[config.mk]
export PLATFORM = sky130hd
export DESIGN_NAME = ascii_hex_sensor_frame_parser_unit
export DESIGN_NICKNAME = d
export VERILOG_FILES = /design/src/sv/ahsfp_pkg.sv /design/src/sv/ascii_hex_sensor_frame_parser_unit.sv /design/src/sv/ahsfp_line.sv
export SDC_FILE = /design/constraint.sdc
export NUM_CORES = 1
export LEC_CHECK = 0
export ABC_AREA = 0
export BUFFER_PORTS_ARGS = -buffer_cell sky130_fd_sc_hd__buf_2
export CORE_MARGIN = 8
export CORE_UTILIZATION = 55
export DETAILED_ROUTE_END_ITERATION = 6
export PLACE_DENSITY = 0.76
export SYNTH_ARGS = -nofsm -noshare
export SYNTH_HDL_FRONTEND = slang
export SYNTH_HIERARCHICAL = 1
export SYNTH_SLANG_ARGS = --single-unit
[constraint.sdc]
create_clock -name aclk -period 11.1 [get_ports aclk]
set_input_delay 1.665 -clock aclk [delete_from_list [all_inputs] [get_ports aclk]]
set_output_delay 1.665 -clock aclk [all_outputs]
set_load 0.01 [all_outputs]
[src/sv/ahsfp_pkg.sv]
// Shared types, constants and helpers for the ASCII hex sensor-frame parser.
// Used by ahsfp_line and ascii_hex_sensor_frame_parser_unit; no dependencies.

package ahsfp_pkg;

    // Frame geometry: hex characters after ':' up to and including the frame bytes
    localparam int SHORT_FRAME_CHARS = 47;
    localparam int LONG_FRAME_CHARS  = 51;
    localparam int NB_SHORT_INT = ((SHORT_FRAME_CHARS % 64) >= 1) ?
                                  ((SHORT_FRAME_CHARS % 64) - 1) / 2 : 0;
    localparam int NB_LONG_INT  = ((LONG_FRAME_CHARS % 64) >= 1) ?
                                  ((LONG_FRAME_CHARS % 64) - 1) / 2 : 0;
    localparam logic [4:0] NB_SHORT = 5'(NB_SHORT_INT);
    localparam logic [4:0] NB_LONG  = 5'(NB_LONG_INT);

    // Highest frame byte that is captured
    localparam int CAPT_BYTES = 24;

    // Characters with a meaning of their own
    localparam logic [7:0] CH_COLON = 8'h3A;
    localparam logic [7:0] CH_CR    = 8'h0D;
    localparam logic [7:0] CH_LF    = 8'h0A;
    localparam logic [7:0] CH_NUL   = 8'h00;

    // Result status codes
    localparam logic [2:0] ST_OK        = 3'd0;
    localparam logic [2:0] ST_NO_DATA   = 3'd1;
    localparam logic [2:0] ST_LRC_ERR   = 3'd2;
    localparam logic [2:0] ST_TYPE_ERR  = 3'd3;
    localparam logic [2:0] ST_SHORT     = 3'd4;
    localparam logic [2:0] ST_NO_START  = 3'd5;

    // Configuration register indexes
    localparam logic [2:0] REG_FRAME_MODE  = 3'd0;
    localparam logic [2:0] REG_EXPECTED_ID = 3'd1;
    localparam logic [2:0] REG_TYPE_A      = 3'd2;
    localparam logic [2:0] REG_TYPE_B      = 3'd3;
    localparam logic [2:0] REG_LQI_ALERT   = 3'd4;
    localparam logic [2:0] REG_BATT_ALERT  = 3'd5;

    localparam logic [7:0]  LQI_ALERT_RESET  = 8'd50;
    localparam logic [15:0] BATT_ALERT_RESET = 16'd2250;

    typedef struct packed {
        logic [1:0]  frame_mode;
        logic [7:0]  expected_msg_id;
        logic [7:0]  type_a;
        logic [7:0]  type_b;
        logic [7:0]  lqi_alert_level;
        logic [15:0] batt_alert_level;
    } cfg_t;

    typedef struct packed {
        logic [2:0]  status;
        logic [7:0]  sensor_type;
        logic        type_index;
        logic [7:0]  link_quality;
        logic [31:0] node_address;
        logic [7:0]  sequence_res;
        logic [7:0]  repeat_count;
        logic [7:0]  switch_bits;
        logic        switch_on;
        logic        weak_signal;
        logic        battery_low;
        logic [55:0] analog_bytes;
    } result_t;

    // Hex digit to nibble; anything else decodes as zero
    function automatic logic [3:0] nibble_of(input logic [7:0] c);
        logic [3:0] n;
        n = 4'd0;
        if (c >= 8'h30 && c <= 8'h39) begin
            n = 4'(c - 8'h30);
        end else if (c >= 8'h61 && c <= 8'h66) begin
            n = 4'(c - 8'h57);
        end else if (c >= 8'h41 && c <= 8'h46) begin
            n = 4'(c - 8'h37);
        end
        return n;
    endfunction

endpackage

[src/sv/ascii_hex_sensor_frame_parser_unit.sv]
// Top level of the ASCII hex sensor-frame parser: input register, configuration
// registers, line state (ahsfp_line) and result register. Depends on ahsfp_pkg.
//
//   port group   direction  handshake            carries
//   s_*          in         s_valid / s_ready    one character and end-of-buffer flag
//   m_*          out        m_valid / m_ready    status and fields of one finished line
//   cfg_*        in         cfg_we               register index and write data
//
// One character per cycle is sustained unless a line end stalls. A character is held in the
// input register, is decoded into the line state, and a line end loads the result
// register, which drives m_valid; the input register lies between acceptance and m_valid.
// Characters that end no line keep flowing while a result waits; only a line end
// stalls in the input register until the result register frees.
// Synchronous active-low reset clears the line state and loads register defaults.

module ascii_hex_sensor_frame_parser_unit (
    input  logic        aclk,
    input  logic        aresetn,

    input  logic        s_valid,
    output logic        s_ready,
    input  logic [7:0]  s_ch,
    input  logic        s_end_of_buffer,

    output logic        m_valid,
    input  logic        m_ready,
    output logic [2:0]  m_status,
    output logic [7:0]  m_sensor_type,
    output logic        m_type_index,
    output logic [7:0]  m_link_quality,
    output logic [31:0] m_node_address,
    output logic [7:0]  m_sequence_res,
    output logic [7:0]  m_repeat_count,
    output logic [7:0]  m_switch_bits,
    output logic        m_switch_on,
    output logic        m_weak_signal,
    output logic        m_battery_low,
    output logic [55:0] m_analog_bytes,

    input  logic        cfg_we,
    input  logic [2:0]  cfg_addr,
    input  logic [15:0] cfg_wdata
);
    import ahsfp_pkg::*;

    cfg_t    cfg_reg;
    logic    in_valid_reg;
    logic [7:0] ch_reg;
    logic    last_reg;
    logic    out_valid_reg;
    result_t res_reg;

    logic    emit;
    logic    advance;
    result_t result;

    // Step the held item unless it ends a line and the result slot is busy
    assign advance = in_valid_reg && (!emit || !out_valid_reg || m_ready);
    assign s_ready = !in_valid_reg || advance;

    ahsfp_line u_line (
        .aclk    (aclk),
        .aresetn (aresetn),
        .step    (advance),
        .ch      (ch_reg),
        .last    (last_reg),
        .cfg     (cfg_reg),
        .emit    (emit),
        .result  (result)
    );

    // Input register
    always_ff @(posedge aclk) begin
        if (!aresetn) begin
            in_valid_reg <= 1'b0;
        end else if (s_ready) begin
            in_valid_reg <= s_valid;
        end
    end

    always_ff @(posedge aclk) begin
        if (s_valid && s_ready) begin
            ch_reg   <= s_ch;
            last_reg <= s_end_of_buffer;
        end
    end

    // Result register
    always_ff @(posedge aclk) begin
        if (!aresetn) begin
            out_valid_reg <= 1'b0;
        end else if (advance && emit) begin
            out_valid_reg <= 1'b1;
        end else if (m_ready) begin
            out_valid_reg <= 1'b0;
        end
    end

    always_ff @(posedge aclk) begin
        if (advance && emit) begin
            res_reg <= result;
        end
    end

    // Configuration registers
    always_ff @(posedge aclk) begin
        if (!aresetn) begin
            cfg_reg.frame_mode       <= 2'd0;
            cfg_reg.expected_msg_id  <= 8'd0;
            cfg_reg.type_a           <= 8'd0;
            cfg_reg.type_b           <= 8'd0;
            cfg_reg.lqi_alert_level  <= LQI_ALERT_RESET;
            cfg_reg.batt_alert_level <= BATT_ALERT_RESET;
        end else if (cfg_we) begin
            unique case (cfg_addr)
                REG_FRAME_MODE:  cfg_reg.frame_mode       <= cfg_wdata[1:0];
                REG_EXPECTED_ID: cfg_reg.expected_msg_id  <= cfg_wdata[7:0];
                REG_TYPE_A:      cfg_reg.type_a           <= cfg_wdata[7:0];
                REG_TYPE_B:      cfg_reg.type_b           <= cfg_wdata[7:0];
                REG_LQI_ALERT:   cfg_reg.lqi_alert_level  <= cfg_wdata[7:0];
                REG_BATT_ALERT:  cfg_reg.batt_alert_level <= cfg_wdata;
                default: begin
                end
            endcase
        end
    end

    assign m_valid        = out_valid_reg;
    assign m_status       = res_reg.status;
    assign m_sensor_type  = res_reg.sensor_type;
    assign m_type_index   = res_reg.type_index;
    assign m_link_quality = res_reg.link_quality;
    assign m_node_address = res_reg.node_address;
    assign m_sequence_res = res_reg.sequence_res;
    assign m_repeat_count = res_reg.repeat_count;
    assign m_switch_bits  = res_reg.switch_bits;
    assign m_switch_on    = res_reg.switch_on;
    assign m_weak_signal  = res_reg.weak_signal;
    assign m_battery_low  = res_reg.battery_low;
    assign m_analog_bytes = res_reg.analog_bytes;

endmodule

[src/sv/ahsfp_line.sv]
// Line state of the sensor-frame parser: hex pair decode, LRC and field capture,
// plus the status and field logic for the result of a finished line.
// Depends on ahsfp_pkg.

module ahsfp_line (
    input  logic              aclk,
    input  logic              aresetn,
    input  logic              step,
    input  logic [7:0]        ch,
    input  logic              last,
    input  ahsfp_pkg::cfg_t   cfg,
    output logic              emit,
    output ahsfp_pkg::result_t result
);
    import ahsfp_pkg::*;

    logic        started_reg, started_next;
    logic [5:0]  pos_reg, pos_next;
    logic [3:0]  hi_reg, hi_next;
    logic [7:0]  lrc_reg, lrc_next;
    logic [31:0] shift_reg, shift_next;
    logic [7:0]  byte_reg [1:CAPT_BYTES];
    logic [7:0]  byte_next [1:CAPT_BYTES];
    logic        pending_reg, pending_next;
    logic        lrc_bad_reg, lrc_bad_next;
    logic        nonempty_reg, nonempty_next;

    // Values after this character is taken, before any line end
    logic        started_t;
    logic [5:0]  pos_t;
    logic [3:0]  hi_t;
    logic [7:0]  lrc_t;
    logic [31:0] shift_t;
    logic [7:0]  byte_t [1:CAPT_BYTES];
    logic        pending_t;
    logic        lrc_bad_t;
    logic        nonempty_t;

    logic        term;
    logic        long_mode;
    logic [4:0]  nb;
    logic [3:0]  nib;
    logic [7:0]  val;
    logic [4:0]  bidx;
    logic [7:0]  want;
    logic [2:0]  status;
    logic        tidx;
    logic [15:0] batt;

    assign term      = (ch == CH_CR) || (ch == CH_LF) || (ch == CH_NUL);
    assign long_mode = cfg.frame_mode[1];
    assign nb        = long_mode ? NB_LONG : NB_SHORT;
    assign nib       = nibble_of(ch);
    assign val       = {hi_reg, nib};
    assign bidx      = pos_reg[5:1];
    assign want      = 8'(~lrc_reg + 8'd1);
    assign emit      = term || last;

    // Take one character into the line state
    always_comb begin
        started_t  = started_reg;
        pos_t      = pos_reg;
        hi_t       = hi_reg;
        lrc_t      = lrc_reg;
        shift_t    = shift_reg;
        pending_t  = pending_reg;
        lrc_bad_t  = lrc_bad_reg;
        nonempty_t = nonempty_reg;
        for (int k = 1; k <= CAPT_BYTES; k++) begin
            byte_t[k] = byte_reg[k];
        end
        if (!term) begin
            nonempty_t = 1'b1;
            if (!started_reg) begin
                if (ch == CH_COLON) begin
                    started_t = 1'b1;
                    pos_t     = 6'd0;
                    pending_t = 1'b1;
                    lrc_bad_t = 1'b0;
                end
            end else if (pending_reg) begin
                if (!pos_reg[0]) begin
                    hi_t  = nib;
                    pos_t = pos_reg + 6'd1;
                end else if (bidx < nb) begin
                    lrc_t = lrc_reg + val;
                    for (int k = 1; k <= CAPT_BYTES; k++) begin
                        if (bidx == 5'(k)) begin
                            byte_t[k] = val;
                        end
                    end
                    if (bidx >= 5'd5 && bidx <= 5'd8) begin
                        shift_t = {shift_reg[23:0], val};
                    end
                    pos_t = pos_reg + 6'd1;
                end else begin
                    pending_t = 1'b0;
                    lrc_bad_t = (want != val);
                end
            end
        end
    end

    // Status of the line, checks in priority order
    always_comb begin
        tidx = 1'b0;
        priority if (!nonempty_t) begin
            status = ST_NO_DATA;
        end else if (!started_t) begin
            status = ST_NO_START;
        end else if (pending_t) begin
            status = ST_SHORT;
        end else if (byte_t[1] != cfg.expected_msg_id) begin
            status = ST_NO_DATA;
        end else if (lrc_bad_t) begin
            status = ST_LRC_ERR;
        end else if (byte_t[2] == cfg.type_a) begin
            status = ST_OK;
        end else if (cfg.frame_mode != 2'd0 && byte_t[2] == cfg.type_b) begin
            status = ST_OK;
            tidx   = 1'b1;
        end else begin
            status = ST_TYPE_ERR;
        end
    end

    // Fields of the result; all zero on a failed line
    assign batt = {byte_t[13], byte_t[14]};

    always_comb begin
        result        = '0;
        result.status = status;
        if (status == ST_OK) begin
            result.sensor_type  = byte_t[2];
            result.type_index   = tidx;
            result.link_quality = byte_t[4];
            result.node_address = shift_t;
            result.sequence_res = byte_t[15];
            result.repeat_count = byte_t[17];
            result.switch_bits  = byte_t[16];
            result.switch_on    = (byte_t[16] != 8'd0);
            result.weak_signal  = (byte_t[4] < cfg.lqi_alert_level);
            result.battery_low  = (batt < cfg.batt_alert_level);
            result.analog_bytes = {long_mode ? byte_t[24] : 8'd0,
                                   long_mode ? byte_t[23] : 8'd0,
                                   byte_t[22], byte_t[21], byte_t[20],
                                   byte_t[19], byte_t[18]};
        end
    end

    // Advance on each step; clear the line after a result
    always_comb begin
        started_next  = started_reg;
        pos_next      = pos_reg;
        hi_next       = hi_reg;
        lrc_next      = lrc_reg;
        shift_next    = shift_reg;
        pending_next  = pending_reg;
        lrc_bad_next  = lrc_bad_reg;
        nonempty_next = nonempty_reg;
        for (int k = 1; k <= CAPT_BYTES; k++) begin
            byte_next[k] = byte_reg[k];
        end
        if (step) begin
            if (emit) begin
                started_next  = 1'b0;
                pos_next      = 6'd0;
                hi_next       = 4'd0;
                lrc_next      = 8'd0;
                shift_next    = 32'd0;
                pending_next  = 1'b0;
                lrc_bad_next  = 1'b0;
                nonempty_next = 1'b0;
                for (int k = 1; k <= CAPT_BYTES; k++) begin
                    byte_next[k] = 8'd0;
                end
            end else begin
                started_next  = started_t;
                pos_next      = pos_t;
                hi_next       = hi_t;
                lrc_next      = lrc_t;
                shift_next    = shift_t;
                pending_next  = pending_t;
                lrc_bad_next  = lrc_bad_t;
                nonempty_next = nonempty_t;
                for (int k = 1; k <= CAPT_BYTES; k++) begin
                    byte_next[k] = byte_t[k];
                end
            end
        end
    end

    always_ff @(posedge aclk) begin
        if (!aresetn) begin
            started_reg  <= 1'b0;
            pos_reg      <= 6'd0;
            hi_reg       <= 4'd0;
            lrc_reg      <= 8'd0;
            shift_reg    <= 32'd0;
            pending_reg  <= 1'b0;
            lrc_bad_reg  <= 1'b0;
            nonempty_reg <= 1'b0;
            for (int k = 1; k <= CAPT_BYTES; k++) begin
                byte_reg[k] <= 8'd0;
            end
        end else begin
            started_reg  <= started_next;
            pos_reg      <= pos_next;
            hi_reg       <= hi_next;
            lrc_reg      <= lrc_next;
            shift_reg    <= shift_next;
            pending_reg  <= pending_next;
            lrc_bad_reg  <= lrc_bad_next;
            nonempty_reg <= nonempty_next;
            for (int k = 1; k <= CAPT_BYTES; k++) begin
                byte_reg[k] <= byte_next[k];
            end
        end
    end

endmodule
==> results of run 1 <==
-- layer usage --
layer	up-vias	wire, um	GRT usage
met4	2	1319	0.08108
met3	103	3978	0.04536
met2	618	21090	0.3861
met5	-	13	0
met1	6635	19590	0.3287
li1	6447	-	-
-- synthesized netlist by cell type, drive strengths merged (3+ instances only) --
| library cell | instances | share of area |
|---|---|---|
| mux2 | 6 | 0.0042 |
| nor2 | 287 | 0.063 |
| nor2b | 35 | 0.013 |
| nor3 | 36 | 0.012 |
| ha | 39 | 0.028 |
| nor3b | 3 | 0.0013 |
| xor2 | 25 | 0.013 |
| nand4 | 14 | 0.0051 |
| inv | 51 | 0.011 |
| o211ai | 4 | 0.0018 |
| clkbuf | 96 | 0.021 |
| a22o | 7 | 0.0036 |
| nand3 | 15 | 0.0044 |
| a21o | 11 | 0.0048 |
| and4bb | 3 | 0.0022 |
| nand2b | 10 | 0.0037 |
| a22oi | 121 | 0.053 |
| nor4b | 3 | 0.0019 |
| buf | 30 | 0.011 |
| a21oi | 88 | 0.026 |
| or3 | 9 | 0.0033 |
| edfxtp | 144 | 0.25 |
| a211oi | 40 | 0.020 |
| and4 | 3 | 0.0015 |
| xnor2 | 24 | 0.012 |
| and2 | 20 | 0.0073 |
| a32oi | 9 | 0.0050 |
| mux2i | 99 | 0.058 |
| and3 | 3 | 0.0011 |
| nor4 | 11 | 0.0049 |
| dfxtp | 226 | 0.26 |
| nand2 | 166 | 0.036 |
| a31oi | 3 | 0.0011 |
| nand4b | 5 | 0.0026 |
| or4 | 4 | 0.0018 |
| o31ai | 3 | 0.0013 |
| a2111oi | 9 | 0.0079 |
| a21boi | 4 | 0.0018 |
| o21ai | 39 | 0.011 |
| and4b | 3 | 0.0018 |
| a31o | 4 | 0.0020 |
-- cells by family after synthesis --
kind of cell / after synthesis / synth area share
buffers and inverters: 179 / 0.04345
XOR/XNOR: 49 / 0.02505
multiplexers: 105 / 0.06200
flip-flops: 370 / 0.5165
adder cells (fa/ha/maj): 40 / 0.02965
AND/OR/NAND/NOR: 638 / 0.1707
AO/OA/AOI/OAI: 365 / 0.1526
-- worst paths after layout --
check / from / endpoint
setup / recovery: ch_reg[1] / u_line/byte_reg[2][3]
hold / removal: cfg_reg[18] / cfg_reg[18]
setup reg to reg: ch_reg[1] / u_line/byte_reg[2][3]
hold reg to reg: cfg_reg[18] / cfg_reg[18]
-- report_power, final --
part	switching [W]	total, W	internal [W]
Combinational	0.0000791	0.000110	0.0000306
Sequential	0.00000825	0.00143	0.00142
Clock	0.000531	0.00125	0.000715
Total	0.000618	0.00278	0.00216
-- layout make-up --
cell class                 instances  area share
clock buffer                      57     0.05674
clock inverter                    13    0.005797
inverter                          53     0.01037
multi-input combinational       1197      0.3906
sequential                       370      0.4555
tap                              396     0.02551
timing repair buffer             200     0.05552
-- per-stage QoR --
stage	area (um2)	total power (W)	std cells
after floorplan	17130	0.001526	1746
after global placement	18210	0.001561	2216
after detailed placement	18210	0.001563	2216
after CTS	19430	0.002799	2286
after global routing	19430	0.002865	2286
final	19430	0.002782	2286
-- worst max-delay path, delay by kind of cell, from the launching register on --
kind / cells / cell delay, ns
buf+inv: 4 / 0.95
fa+ha+maj: 1 / 0.24
mux: 1 / 0.29
compound gates: 3 / 0.65
simple gates: 5 / 2.49
flops: 1 / 0.46
==> impl_results.md, run 1 <==
- Outcome: complete, no violations
- Syn_area_per_cell: 9.813 um2
- Final number of max-transition violations: 0
- CTS Hold Bufs: 0
- Fill count: 2492
- DRT Pass-1 Iters: 5
- Worst Skew: 0.02087 ns
- Worst hold slack: 0.4615 ns
- Cell count after synthesis: 1746
- Tcrit/Tclk final: 0.4676
- DRC: 0
- Crit Path Class: reg2reg
- #FFs+latches synth: 370
- CP endpoint kind: register
- GP Congestion: 0.9346
- DP Worst Slack: 6.061 ns
- TritonCTS clock tree: built
- Maximum vdd ir drop: 0.0001103 V
- Worst min path class: reg2reg
- CTS clk-pin slew, worst paths: 0.06 ns
- Clock Root Buffer: clkbuf_16
- Slowest cell on crit path: nor2_1
- CORE AREA: 30670 um2
- Setup ws final: 5.909 ns
- Routed Wire Length: 45990 um
- R2R cell count: 14
- Slew @ Worst Pin: 1.430 ns
- Max Fclk: 192.6 MHz
- Num ports: 170
- Antenna Nets Post-Route: 0
- Final hold viol count: 0
- Max incr delay on CP: 1.31 ns
- Finished Core Util: 0.6334
- Vias in the first global route: 13170
- HPWL after DPL: 29890 um
- Post CTS Setup Buffer Count: 0
- Distinct cell type count after synthesis: 80
- Share of cells above drive strength 1: 0.1635
- Layout Nets: 1933
- Starting Density: 0.5586
- WP data required: 11.56 ns
- CP most frequent cell: nor2_1
- Slew headroom: 0.04318
- Port Buf Inserts: 169
- Final min period: 5.191 ns
- Routed WL per cell: 20.12 um
- Max reg flops: 120
- Most common cell after layout, fill and taps aside: nor2_1
- Total congestion overflow: 0
- Setup TNS Final: 0 ns
- Async set-reset flop share out of synthesis: 0
- Post-synthesis sequential area ratio: 0.5165
- CTS HTree Levels: 2
- Hold Path Depth: 2
- Row count: 64
- Die width: 192.5 um
- Cell leakage power: 7.434 nW
- Cts bufs inserted: 38
- Clock sink count: 370
- Worst Path Arrival: 5.65 ns
- Area occupied by multi-input gates: 7587 um2
- FF/Latch Area: 8848 um2
- Worst path cell trace: inv_1 > ha_1 > mux2_4 > a21oi_1 > nor2_1 > nor2_1 > buf_4 > inv_1 > a21boi_4 > buf_4 > nand2_1 > nor2_1 > a22oi_1 > nor2_1
- Die footprint: 37050 um2
- Number of antenna violations at the first check in global routing: 1
- Area grow syn2layout: 13.39%
- Ant diodes: 0
- Worst setup SP type: register
- GRT Util Overall: 0.2424
- Global-route wire length before repair: 72060 um
- # resized after CTS: 0
- Max cap viols: 0
- RSZ-0062 raised after global routing: false
- P per Cell Area: 143.2 nW/um2
- Reg2reg setup slack: 5.91 ns
- Commonest cells after routing, fill and taps aside: nor2_1, dfxtp_1, buf_2
- CTS max path bufs: 3
- Synth Cell Area: 17130 um2
- # setup viols final: 0
- EDFF count, synth: 144
- Clk_lat worst skew: 0.54 ns
- Die Y: 192.5 um
- Synth Warn #: 6
- Crit-path max FO: 47
- Pin count of the biggest net entering global routing: 95
- Via density: 6.039
- Syn_nets: 1819
- Via count: 13810
- Dominant synthesized flop cell: dfxtp_1
- Number of DRC violations after detailed-routing iteration 0: 1370
(Power assumes the default switching activity.)
==> run 2: changes to the inputs <==
--- a/config.mk
+++ b/config.mk
@@ -8,9 +8,9 @@
 export ABC_AREA = 0
 export BUFFER_PORTS_ARGS = -buffer_cell sky130_fd_sc_hd__buf_2
 export CORE_MARGIN = 8
-export CORE_UTILIZATION = 55
+export CORE_UTILIZATION = 54
 export DETAILED_ROUTE_END_ITERATION = 6
-export PLACE_DENSITY = 0.76
+export PLACE_DENSITY = 0.78
 export SYNTH_ARGS = -nofsm -noshare
 export SYNTH_HDL_FRONTEND = slang
 export SYNTH_HIERARCHICAL = 1
==> constraint.sdc (replaced) <==
create_clock -name aclk -period 4.6 [get_ports aclk]
set_input_delay 0.69 -clock aclk [delete_from_list [all_inputs] [get_ports aclk]]
set_output_delay 0.69 -clock aclk [all_outputs]
set_load 0.01 [all_outputs]
==> impl_results.md, run 2 (same netlist as run 1, synthesis figures left out) <==
- Outcome: complete, no violations
- Die width: 194.1 um (+0.84%)
- DRT Pass-1 Iters: 5 (unchanged)
- Die Y: 194.1 um (+0.84%)
- Setup TNS Final: 0 ns (unchanged)
- Die footprint: 37680 um2 (+1.7%)
- Clock Root Buffer: clkbuf_16
- Cts bufs inserted: 39 (+2.6%)
- CTS clk-pin slew, worst paths: 0.06 ns (about the same)
- TritonCTS clock tree: built
- R2R cell count: 9 (-5)
- Grt met1 use: 0.3175 (-0.01122)
- Commonest cells after routing, fill and taps aside: nor2_1, dfxtp_1, buf_2
- Layout Nets: 1958 (+1.3%)
- Reg-to-reg endpoint: m_analog_bytes[51]
- Worst min path class: in2reg
- CTS HTree Levels: 2 (unchanged)
- GRT Util Overall: 0.2382 (-0.004272)
- Global-route wire length before repair: 73570 um (+2.1%)
- Cell leakage power: 7.610 nW (+2.4%)
- Most Crowded Layer GR: met2
- Slew headroom: 0.4250 (+0.3819)
- Routed Wire Length: 46550 um (+1.2%)
- Grt met2 use: 0.3822 (-0.003925)
- CP endpoint kind: register
- Total congestion overflow: 0 (unchanged)
- P per Cell Area: 349.4 nW/um2 (+140%)
- Num ports: 170 (unchanged)
- Number of antenna violations at the first check in global routing: 0 (-1)
- CTS Hold Bufs: 0 (unchanged)
- Share of cells above drive strength 1: 0.1733 (+0.009786)
- Most common cell after layout, fill and taps aside: nor2_1
- Finished Core Util: 0.6296 (-0.003791)
- Hold path start: s_ch[0]
- HPWL after DPL: 30760 um (+2.9%)
- Final hold viol count: 0 (unchanged)
- Hold endpoint: ch_reg[0]
- Met3 GRT Util: 0.04200 (-0.003357)
- Final number of max-transition violations: 0 (unchanged)
- Clock sink count: 370 (unchanged)
- CTS max path bufs: 3 (unchanged)
- DRC: 0 (unchanged)
- Post CTS Setup Buffer Count: 0 (unchanged)
- WP data required: 4.93 ns (-6.63 ns)
- Final min period: 4.270 ns (-0.9212 ns)
- Max cap viols: 0 (unchanged)
- Max Fclk: 234.2 MHz (+22%)
- Via count: 13870 (+0.49%)
- Crit-path max FO: 43 (-8.5%)
- Via density: 5.984 (-0.90%)
- Worst setup SP type: register
- GP Congestion: 0.9574 (+2.4%)
- Row count: 65 (+1.6%)
- Starting Density: 0.5458 (-0.01287)
- # setup viols final: 0 (unchanged)
- RSZ-0062 raised after global routing: false
- # resized after CTS: 0 (unchanged)
- Hold Path Depth: 1 (-1)
- Pin count of the biggest net entering global routing: 89 (-6.3%)
- Reg-to-reg startpoint: ch_reg[4]
- Port Buf Inserts: 169 (unchanged)
- Area grow syn2layout: 15.37%
- Routed WL per cell: 20.08 um (-0.19%)
- Worst Path Arrival: 4.60 ns (-1.05 ns)
- Ant diodes: 0 (unchanged)
- Maximum vdd ir drop: 0.0002172 V (+97%)
- Crit Path Class: reg2reg
- CORE AREA: 31390 um2 (+2.4%)
- Slew @ Worst Pin: 0.8599 ns (-0.5701 ns)
- Vias in the first global route: 13570 (+3.1%)
- Reg2reg setup slack: 0.33 ns (-5.58 ns)
- Antenna Nets Post-Route: 0 (unchanged)
- Number of DRC violations after detailed-routing iteration 0: 1397 (+2.0%)
- Tcrit/Tclk final: 0.9282 (+0.4605)
- Clk_lat worst skew: 0.54 ns (about the same)
- Worst Skew: 0.01947 ns (-0.001405 ns)
- Max reg flops: 120 (unchanged)
[run 2: routing by layer]
metal  up-vias  part of all wire
li1       6486                 -
met1      6643              0.42
met2       636              0.46
met3       107             0.080
met4         0             0.034
met5         -                 0
[run 2: worst max path at each step]
stage              start                 end  slack (ns)  cells after the start
2_1_floorplan  ch_reg[0]   m_analog_bytes[0]        0.08                     11
3_3_place_gp   ch_reg[0]       m_battery_low        0.74                     13
3_5_place_dp   ch_reg[4]  m_analog_bytes[49]        0.52                      9
4_1_cts        ch_reg[4]  m_analog_bytes[49]        0.47                      9
5_1_grt        ch_reg[4]  m_analog_bytes[50]        0.03                      9
6_report       ch_reg[4]  m_analog_bytes[51]        0.33                      9
[run 2: critical path, stage by stage, from the launching register on]
cell	delay (ns)
edfxtp_1	0.42
nor4_1	0.70
nand3_1	0.39
nand3_1	0.51
nand2_1	0.15
a32o_1	0.27
nor4b_1	0.73
o2111ai_4	0.19
buf_4	0.32
a2111oi_2	0.35
[run 2: cell type report]
class / instances / area (um2)
clock inverters: 11 / 155.1
repair buffers: 224 / 1309
multi-input cells: 1197 / 7587
fillers: 2503 / 11630
clock buffers: 61 / 1161
inverters: 53 / 201.4
flip-flops and latches: 370 / 8848
well taps: 402 / 503.0
[run 2: metrics by stage]
| stage | cells | hold slack (ns) | instance area, um2 | power, W | worst slack (ns) |
|---|---|---|---|---|---|
| after floorplan | 1746 | 0.4295 | 17140 | 0.003676 | 0.07654 |
| after global placement | 2246 | 0.4410 | 18450 | 0.003775 | 0.7383 |
| after detailed placement | 2246 | 0.4489 | 18450 | 0.003782 | 0.5220 |
| after CTS | 2318 | 0.3200 | 19770 | 0.006941 | 0.4692 |
| after global routing | 2318 | 0.3153 | 19770 | 0.007103 | 0.02698 |
| final | 2318 | 0.3317 | 19770 | 0.006907 | 0.3304 |
[run 2: report_power, final]
group / internal (W) / switching [W]
sequential: 0.00342 / 0.0000203
clock: 0.00192 / 0.00127
combinational: 0.0000820 / 0.000193
total: 0.00542 / 0.00149
